[src/sv/acit_pkg.sv]
// ----------------------------------------------------------------------------
// acit_pkg
// Shared widths and constants of the active interval concurrency tracker.
// ----------------------------------------------------------------------------
package acit_pkg;

    localparam int START_W = 40;
    localparam int DUR_W   = 31;
    localparam int END_W   = 41;
    localparam int SUM_W   = 48;
    localparam int CNT_W   = 7;
    localparam int AVG_W   = 32;
    localparam int FRAC_W  = 16;
    localparam int DVD_W   = SUM_W + FRAC_W;

    localparam int IN_DATA_W  = 72;
    localparam int OUT_DATA_W = 136;

    localparam logic [SUM_W-1:0] SUM_MAX = {SUM_W{1'b1}};
    localparam logic [AVG_W-1:0] AVG_MAX = {AVG_W{1'b1}};

endpackage

[src/sv/active_interval_concurrency_tracker_top.sv]
// ----------------------------------------------------------------------------
// active_interval_concurrency_tracker_top
// Tracks overlapping tasks in an end-time table and reports load statistics.
// ----------------------------------------------------------------------------
// One word in, one word out. Each task is handled in steps: acceptance, a scan
// that reads every table slot once through the registered-read end-time memory,
// retiring expired tasks and finding the lowest free slot, an insert step that
// inserts the task and updates the counters, and a load of the output register
// that waits while the output is held. A last word adds the bit-serial division
// that forms the Q16.16 average load. The next word is taken once the result is
// loaded into the output register.
module active_interval_concurrency_tracker_top
#(
    parameter int MAX_ACTIVE = 64
)
(
    input  logic                                clk,
    input  logic                                rst_n,
    input  logic                                s_axis_tvalid,
    output logic                                s_axis_tready,
    // start_time[39:0], duration[70:40], zero pad [71]
    input  logic [acit_pkg::IN_DATA_W-1:0]      s_axis_tdata,
    input  logic                                s_axis_tlast,
    output logic                                m_axis_tvalid,
    input  logic                                m_axis_tready,
    // active_count[6:0], peak_active[13:7], latest_end[54:14],
    // busy_total[102:55], avg_load_q16[134:103], zero pad [135]
    output logic [acit_pkg::OUT_DATA_W-1:0]     m_axis_tdata,
    // table_overflow[0]
    output logic                                m_axis_tuser
);

    localparam int AW = (MAX_ACTIVE > 1) ? $clog2(MAX_ACTIVE) : 1;
    localparam int CW = $clog2(MAX_ACTIVE + 1);
    localparam logic [AW:0] DEPTH = (AW+1)'(MAX_ACTIVE);

    localparam logic [2:0] ST_IDLE = 3'd0;
    localparam logic [2:0] ST_SCAN = 3'd1;
    localparam logic [2:0] ST_INS  = 3'd2;
    localparam logic [2:0] ST_DIV  = 3'd3;
    localparam logic [2:0] ST_OUT  = 3'd4;

    logic [2:0]                       state_reg;
    logic [MAX_ACTIVE-1:0]            valid_reg;
    logic [CW-1:0]                    count_reg;
    logic [CW-1:0]                    peak_reg;
    logic [acit_pkg::END_W-1:0]       end_max_reg;
    logic [acit_pkg::SUM_W-1:0]       sum_reg;
    logic [acit_pkg::START_W-1:0]     prev_reg;

    logic [acit_pkg::START_W-1:0]     start_reg;
    logic [acit_pkg::DUR_W-1:0]       dur_reg;
    logic [acit_pkg::END_W-1:0]       end_reg;
    logic                             last_reg;
    logic                             same_reg;

    logic [AW:0]                      rd_idx_reg;
    logic                             chk_reg;
    logic [AW-1:0]                    chk_idx_reg;
    logic                             found_reg;
    logic [AW-1:0]                    slot_reg;
    logic [acit_pkg::AVG_W-1:0]       avg_reg;

    logic                             out_valid_reg;
    logic [acit_pkg::OUT_DATA_W-1:0]  out_data_reg;
    logic                             out_user_reg;

    logic [acit_pkg::END_W-1:0]       mem [MAX_ACTIVE];
    logic [acit_pkg::END_W-1:0]       rd_data_reg;

    logic                             accept;
    logic [acit_pkg::START_W-1:0]     in_start;
    logic [acit_pkg::DUR_W-1:0]       in_dur;
    logic                             chk_valid;
    logic                             retire;
    logic                             mem_we;
    logic [CW-1:0]                    count_ins;
    logic [acit_pkg::END_W-1:0]       end_max_ins;
    logic [acit_pkg::SUM_W:0]         sum_wide;
    logic [acit_pkg::SUM_W-1:0]       sum_ins;
    logic                             div_start;
    logic                             div_done;
    logic [acit_pkg::AVG_W-1:0]       div_q;
    logic                             out_free;
    logic [CW+6:0]                    count_ext;
    logic [CW+6:0]                    peak_ext;

    assign in_start  = s_axis_tdata[acit_pkg::START_W-1:0];
    assign in_dur    = s_axis_tdata[acit_pkg::START_W+acit_pkg::DUR_W-1:acit_pkg::START_W];
    assign s_axis_tready = (state_reg == ST_IDLE);
    assign accept    = s_axis_tvalid && s_axis_tready;
    assign out_free  = !out_valid_reg || m_axis_tready;

    assign chk_valid = valid_reg[chk_idx_reg];
    assign retire    = chk_reg && chk_valid && !same_reg && (rd_data_reg <= {1'b0, start_reg});
    assign mem_we    = (state_reg == ST_INS) && found_reg;

    assign count_ins   = found_reg ? count_reg + 1'b1 : count_reg;
    assign end_max_ins = (found_reg && end_reg > end_max_reg) ? end_reg : end_max_reg;
    assign sum_wide    = {1'b0, sum_reg} + (acit_pkg::SUM_W+1)'(dur_reg);
    assign sum_ins     = !found_reg ? sum_reg
                       : sum_wide[acit_pkg::SUM_W] ? acit_pkg::SUM_MAX
                       : sum_wide[acit_pkg::SUM_W-1:0];
    assign div_start   = (state_reg == ST_INS) && last_reg;

    assign count_ext = {7'b0, count_reg};
    assign peak_ext  = {7'b0, peak_reg};

    always_ff @(posedge clk)
    begin
        if (mem_we)
        begin
            mem[slot_reg] <= end_reg;
        end
        rd_data_reg <= mem[rd_idx_reg[AW-1:0]];
    end

    acit_div u_div
    (
        .clk      (clk),
        .rst_n    (rst_n),
        .start    (div_start),
        .dividend ({sum_ins, {acit_pkg::FRAC_W{1'b0}}}),
        .divisor  (end_max_ins),
        .done     (div_done),
        .quotient (div_q)
    );

    always_ff @(posedge clk or negedge rst_n)
    begin
        if (!rst_n)
        begin
            state_reg     <= ST_IDLE;
            valid_reg     <= '0;
            count_reg     <= '0;
            peak_reg      <= '0;
            end_max_reg   <= '0;
            sum_reg       <= '0;
            prev_reg      <= '0;
            same_reg      <= 1'b0;
            rd_idx_reg    <= '0;
            chk_reg       <= 1'b0;
            chk_idx_reg   <= '0;
            found_reg     <= 1'b0;
            slot_reg      <= '0;
            avg_reg       <= '0;
            out_valid_reg <= 1'b0;
            out_data_reg  <= '0;
            out_user_reg  <= 1'b0;
        end
        else
        begin
            if (m_axis_tready)
            begin
                out_valid_reg <= 1'b0;
            end
            unique case (state_reg)
                ST_IDLE:
                begin
                    if (accept)
                    begin
                        same_reg   <= (in_start == prev_reg);
                        if (in_start != prev_reg && count_reg > peak_reg)
                        begin
                            peak_reg <= count_reg;
                        end
                        rd_idx_reg <= '0;
                        chk_reg    <= 1'b0;
                        found_reg  <= 1'b0;
                        state_reg  <= ST_SCAN;
                    end
                end
                ST_SCAN:
                begin
                    chk_reg     <= (rd_idx_reg != DEPTH);
                    chk_idx_reg <= rd_idx_reg[AW-1:0];
                    if (rd_idx_reg != DEPTH)
                    begin
                        rd_idx_reg <= rd_idx_reg + 1'b1;
                    end
                    if (chk_reg)
                    begin
                        if (retire)
                        begin
                            valid_reg[chk_idx_reg] <= 1'b0;
                            if (count_reg != '0)
                            begin
                                count_reg <= count_reg - 1'b1;
                            end
                        end
                        if ((!chk_valid || retire) && !found_reg)
                        begin
                            found_reg <= 1'b1;
                            slot_reg  <= chk_idx_reg;
                        end
                    end
                    else if (rd_idx_reg == DEPTH)
                    begin
                        state_reg <= ST_INS;
                    end
                end
                ST_INS:
                begin
                    if (found_reg)
                    begin
                        valid_reg[slot_reg] <= 1'b1;
                    end
                    count_reg   <= count_ins;
                    end_max_reg <= end_max_ins;
                    sum_reg     <= sum_ins;
                    prev_reg    <= start_reg;
                    if ((same_reg || last_reg) && count_ins > peak_reg)
                    begin
                        peak_reg <= count_ins;
                    end
                    avg_reg   <= '0;
                    state_reg <= last_reg ? ST_DIV : ST_OUT;
                end
                ST_DIV:
                begin
                    if (div_done)
                    begin
                        avg_reg   <= (end_max_reg == '0) ? '0 : div_q;
                        state_reg <= ST_OUT;
                    end
                end
                ST_OUT:
                begin
                    if (out_free)
                    begin
                        out_valid_reg <= 1'b1;
                        out_data_reg  <= {1'b0, avg_reg, sum_reg, end_max_reg,
                                          peak_ext[6:0], count_ext[6:0]};
                        out_user_reg  <= !found_reg;
                        if (last_reg)
                        begin
                            valid_reg   <= '0;
                            count_reg   <= '0;
                            peak_reg    <= '0;
                            end_max_reg <= '0;
                            sum_reg     <= '0;
                            prev_reg    <= '0;
                        end
                        state_reg <= ST_IDLE;
                    end
                end
                default:
                begin
                    state_reg <= ST_IDLE;
                end
            endcase
        end
    end

    always_ff @(posedge clk)
    begin
        if (accept)
        begin
            start_reg <= in_start;
            dur_reg   <= in_dur;
            end_reg   <= {1'b0, in_start} + acit_pkg::END_W'(in_dur);
            last_reg  <= s_axis_tlast;
        end
    end

    assign m_axis_tvalid = out_valid_reg;
    assign m_axis_tdata  = out_data_reg;
    assign m_axis_tuser  = out_user_reg;

endmodule

[src/sv/acit_div.sv]
// ----------------------------------------------------------------------------
// acit_div
// Restoring divider, one quotient bit per cycle, saturating to Q16.16 range.
// ----------------------------------------------------------------------------
module acit_div
(
    input  logic                            clk,
    input  logic                            rst_n,
    input  logic                            start,
    input  logic [acit_pkg::DVD_W-1:0]      dividend,
    input  logic [acit_pkg::END_W-1:0]      divisor,
    output logic                            done,
    output logic [acit_pkg::AVG_W-1:0]      quotient
);

    localparam int STEP_W = $clog2(acit_pkg::DVD_W + 1);
    localparam logic [STEP_W-1:0] STEPS = STEP_W'(acit_pkg::DVD_W);

    logic                          busy_reg;
    logic [STEP_W-1:0]             step_reg;
    logic [acit_pkg::END_W-1:0]    rem_reg;
    logic [acit_pkg::DVD_W-1:0]    dvd_reg;
    logic [acit_pkg::DVD_W-1:0]    quo_reg;
    logic [acit_pkg::END_W-1:0]    dvs_reg;
    logic                          done_reg;

    logic [acit_pkg::END_W:0]      trial;
    logic                          fits;
    logic [acit_pkg::END_W:0]      diff;

    assign trial = {rem_reg, dvd_reg[acit_pkg::DVD_W-1]};
    assign fits  = trial >= {1'b0, dvs_reg};
    assign diff  = trial - {1'b0, dvs_reg};

    always_ff @(posedge clk or negedge rst_n)
    begin
        if (!rst_n)
        begin
            busy_reg <= 1'b0;
            done_reg <= 1'b0;
            step_reg <= '0;
        end
        else
        begin
            done_reg <= 1'b0;
            if (start)
            begin
                busy_reg <= 1'b1;
                step_reg <= '0;
            end
            else if (busy_reg)
            begin
                step_reg <= step_reg + 1'b1;
                if (step_reg == STEPS - 1'b1)
                begin
                    busy_reg <= 1'b0;
                    done_reg <= 1'b1;
                end
            end
        end
    end

    always_ff @(posedge clk)
    begin
        if (start)
        begin
            rem_reg <= '0;
            dvd_reg <= dividend;
            dvs_reg <= divisor;
            quo_reg <= '0;
        end
        else if (busy_reg)
        begin
            dvd_reg <= {dvd_reg[acit_pkg::DVD_W-2:0], 1'b0};
            quo_reg <= {quo_reg[acit_pkg::DVD_W-2:0], fits};
            rem_reg <= fits ? diff[acit_pkg::END_W-1:0] : trial[acit_pkg::END_W-1:0];
        end
    end

    assign done     = done_reg;
    assign quotient = (|quo_reg[acit_pkg::DVD_W-1:acit_pkg::AVG_W]) ? acit_pkg::AVG_MAX
                                                                  : quo_reg[acit_pkg::AVG_W-1:0];

endmodule
[config.mk]
export PLATFORM = sky130hd
export DESIGN_NAME = active_interval_concurrency_tracker_top
export DESIGN_NICKNAME = d
export VERILOG_FILES = /design/src/sv/acit_pkg.sv /design/src/sv/active_interval_concurrency_tracker_top.sv /design/src/sv/acit_div.sv
export SDC_FILE = /design/constraint.sdc
export NUM_CORES = 2
export LEC_CHECK = 0
export BUFFER_PORTS_ARGS = -buffer_cell sky130_fd_sc_hd__buf_2
export CAP_MARGIN = 10
export CELL_PAD_IN_SITES_DETAIL_PLACEMENT = 1
export CELL_PAD_IN_SITES_GLOBAL_PLACEMENT = 1
export CORE_ASPECT_RATIO = 1.5
export CORE_MARGIN = 2
export CORE_UTILIZATION = 35
export CTS_CLUSTER_DIAMETER = 80
export DETAILED_ROUTE_END_ITERATION = 16
export PLACE_DENSITY = 0.66
export SKIP_CTS_REPAIR_TIMING = 1
export SYNTH_ARGS = -nofsm -noshare
export SYNTH_HDL_FRONTEND = slang
export SYNTH_SLANG_ARGS = --single-unit
[constraint.sdc]
create_clock -name clk -period 8 [get_ports clk]
set_input_delay 0.8 -clock clk [delete_from_list [all_inputs] [get_ports clk]]
set_output_delay 0.8 -clock clk [all_outputs]
set_load 0.03 [all_outputs]
==> results.cfg <==
[floorplanning]
die_y_um = 772
start_util_pct = 35.1
die_x_um = 516
ios = 216
core-area_sq_um = 392000
rows = 282
dieArea_sq_um = 398000

[clock_tree]
clockBufferDepth = 4
cts_buffers = 304
clkTransAtPathRegs_ns = 0.07
clockRootBuffer = clkbuf_16
insertion_delay_ns = 0.91
cts_sinks = 3382
cts_max_level = 5
cts_tree = built

[routing]
via_per_inst = 5.49
drt_wl_total_mm = 393
first_pass_iters = 5
vias = 73600
first_iter_violations = 6540
drc = 0
routedWlPerCell_um = 29.3
antenna_left = 0

[yosys]
ys_ff_latch = 3382
synthCells = 7630
synth_fp_nets = 7914
syn-cell-area_sq_um = 138000
synth-edff-count = 2826
postSynthAreaPerCell_sq_um = 18.0
yosysUniqueCellTypes = 95
async_flop_share_pct = 12.1
ys_seq_area_share_pct = 71.2
synth_ff_type = edfxtp_1
synth_warnings = 0

[timing]
worstMarginPinSlew_ns = 1.24
final_hold_viol_count = 0
post-route-period-util_pct = 57.1
finalWorstPathRequiredPeriod_ns = 4.57
relSlewSlack_pct = 17.5
report.final.slew_viol_count = 0
fin_ws_ns = 3.43
clock_skew_ns = 0.0520
fmax_mhz = 219
rsz0062_at_grt = no
hold_ws_ns = 0.105
fin_setup_tns_ns = 0
setup-violations-final = 0

[grt]
grt_pass1_wl_mm = 564
grt_usage_pct = 19.5
grt.overflow.total = 0
antenna_found_initial = 17
grt_pass1_vias = 78200
grt_max_degree = 125

[layout]
drive_gt1_share_pct = 23.1
final_cells = 13400
fin_nets = 8201
syn2layout_area_growth_pct = 13.2
largest_register = mem
largest_reg_flops = 2624

[placed_design]
portBuffers = 213
placedCellCount = 12900
gp_congestion = 0.919
dp.final_hpwl_mm = 242
place_ws_ns = 3.33

[hold_path]
hp-class = in -> reg

[outcome]
status = finished clean

[worst_setup_path]
crit_arrival_ns = 5.07
path_class = reg -> reg
crit_fanout = 24
cp.required_ns = 8.50
crit_path_start_kind = flip-flop
endpoint_kind = flip-flop

[power]
leakagePower_nw = 52.8
peakVddDrop_mv = 0.247
pwr_density_cell_nw_per_um2 = 347

[run]
max-cap-violations = 0
==> power by group <==
group | total, mW | switching [mW] | leakage, nW | internal (mW)
clock | 15.0 | 6.55 | 4.87 | 8.45
combinational | 16.9 | 9.80 | 15.8 | 7.13
sequential | 22.2 | 1.31 | 32.0 | 20.9
total | 54.1 | 17.7 | 52.8 | 36.5
==> cell type report <==
class / instances / area, sq um
diodes: 14 / 35.0
clock buffers: 379 / 8230
clock inverters: 160 / 1680
fillers: 38500 / 237000
inverters: 186 / 717
multi-input cells: 3653 / 37900
flip-flops and latches: 3382 / 98100
well taps: 5254 / 6570
repair buffers: 390 / 2630
==> worst paths after layout <==
kind | slack [ns] | depth (start not counted) | startpoint | endpoint
setup / recovery | 3.43 | 6 | state_reg[1]$_DFFE_PN0P_ | mem[58][0]$_DFFE_PP_
hold / removal | 0.11 | 1 | s_axis_tdata[65] | dur_reg[25]$_DFFE_PP_
setup reg to reg | 3.43 | 6 | state_reg[1]$_DFFE_PN0P_ | mem[58][0]$_DFFE_PP_
hold reg to reg | 0.48 | 2 | m_axis_tuser$_DFFE_PN0P_ | m_axis_tuser$_DFFE_PN0P_
max in group asynchronous | 5.56 | 4 | rst_n | valid_reg[10]$_DFFE_PN0P_
min in group asynchronous | 0.47 | 2 | rst_n | u_div.step_reg[4]$_DFFE_PN0P_
==> Yosys cell counts, drive strengths merged, types with 6 or more instances <==
cell,instances,share of area [%]
nor2b,34,0.15
a41oi,9,0.057
xor2,57,0.36
nand3,64,0.23
dfxtp,146,2.1
o311ai,10,0.064
nor2,395,1.1
and2,16,0.073
clkbuf,312,0.85
or3,16,0.073
nand3b,11,0.060
mux2i,93,0.68
buf,97,0.34
mux4,865,14
o211ai,19,0.10
o21bai,15,0.082
nor4,28,0.13
a211oi,32,0.18
a21boi,7,0.038
o22ai,17,0.077
nor3,27,0.11
inv,184,0.50
o21ai,419,1.5
a211o,8,0.051
a21oi,267,0.98
mux2,93,0.76
o31ai,26,0.14
dfrtp,410,7.5
edfxtp,2826,62
xnor2,94,0.60
nand4,64,0.29
and3,23,0.10
o2bb2ai,11,0.070
or2,10,0.045
a22o,53,0.34
nand2,386,1.1
a21o,87,0.47
a31oi,58,0.26
a221oi,6,0.043
ha,204,1.9
o21a,25,0.14
nand2b,24,0.11
==> per-stage QoR <==
stage	power, mW	utilization (%)	area (sq um)
after floorplan	33.7	-	138000
after global placement	39.1	37.2	146000
after detailed placement	39.6	37.2	146000
after CTS	54.5	39.7	156000
after global routing	56.3	39.7	156000
final	54.1	39.7	156000
==> placed cells by master (no fill, tap or decap), types with 16 or more instances in the layout <==
cell type,synthesis,routed
a211oi_1,31,31
a21o_1,87,87
a21oi_1,266,266
a22o_1,53,53
a31oi_1,58,57
and3_1,23,23
buf_12,0,17
buf_2,16,212
buf_4,5,158
bufinv_16,0,35
clkbuf_1,312,53
clkbuf_16,0,315
clkinv_1,2,53
clkinv_2,0,53
dfrtp_1,410,403
dfxtp_1,146,146
edfxtp_1,2826,2826
ha_1,204,204
inv_1,181,180
mux2_2,83,83
mux2i_1,93,93
mux4_2,865,865
nand2_1,386,384
nand2b_1,24,24
nand3_1,64,63
nand4_1,64,64
nor2_1,395,328
nor2_4,0,66
nor2b_1,34,34
nor3_1,26,26
nor4_1,28,28
o211ai_1,19,19
o21a_1,25,25
o21ai_0,386,385
o21ai_1,33,32
o22ai_1,17,17
o31ai_1,26,26
or3_1,16,16
xnor2_1,94,94
xor2_1,57,57
==> routing by layer <==
metal | global-route usage, % | up-vias | wire length (um)
met2 | 35.4 | 2346 | 208000
met4 | 8.57 | 6 | 19300
met1 | 23.0 | 39600 | 146000
li1 | - | 31000 | -
met5 | 0 | - | 41
met3 | 2.28 | 616 | 19900
==> kinds of logic after synthesis <==
logic type | share of synthesized area [%]
AOI/OAI and AO/OA | 5.01
other | 0.00272
adders and majority gates | 1.90
muxes | 15.6
buffers and inverters | 1.69
xor gates and xnor gates | 0.961
and+or+nand+nor | 3.63
DFF | 71.2
==> worst max-delay path: stages, from the launching register on <==
cell      delay [ns]
dfrtp_1         0.60
nand2b_1        0.46
nor2_4          0.50
and3_1          0.26
nand3_1         0.58
nor2_4          1.11
buf_4           0.61
Power figures use the tool's default switching activity.
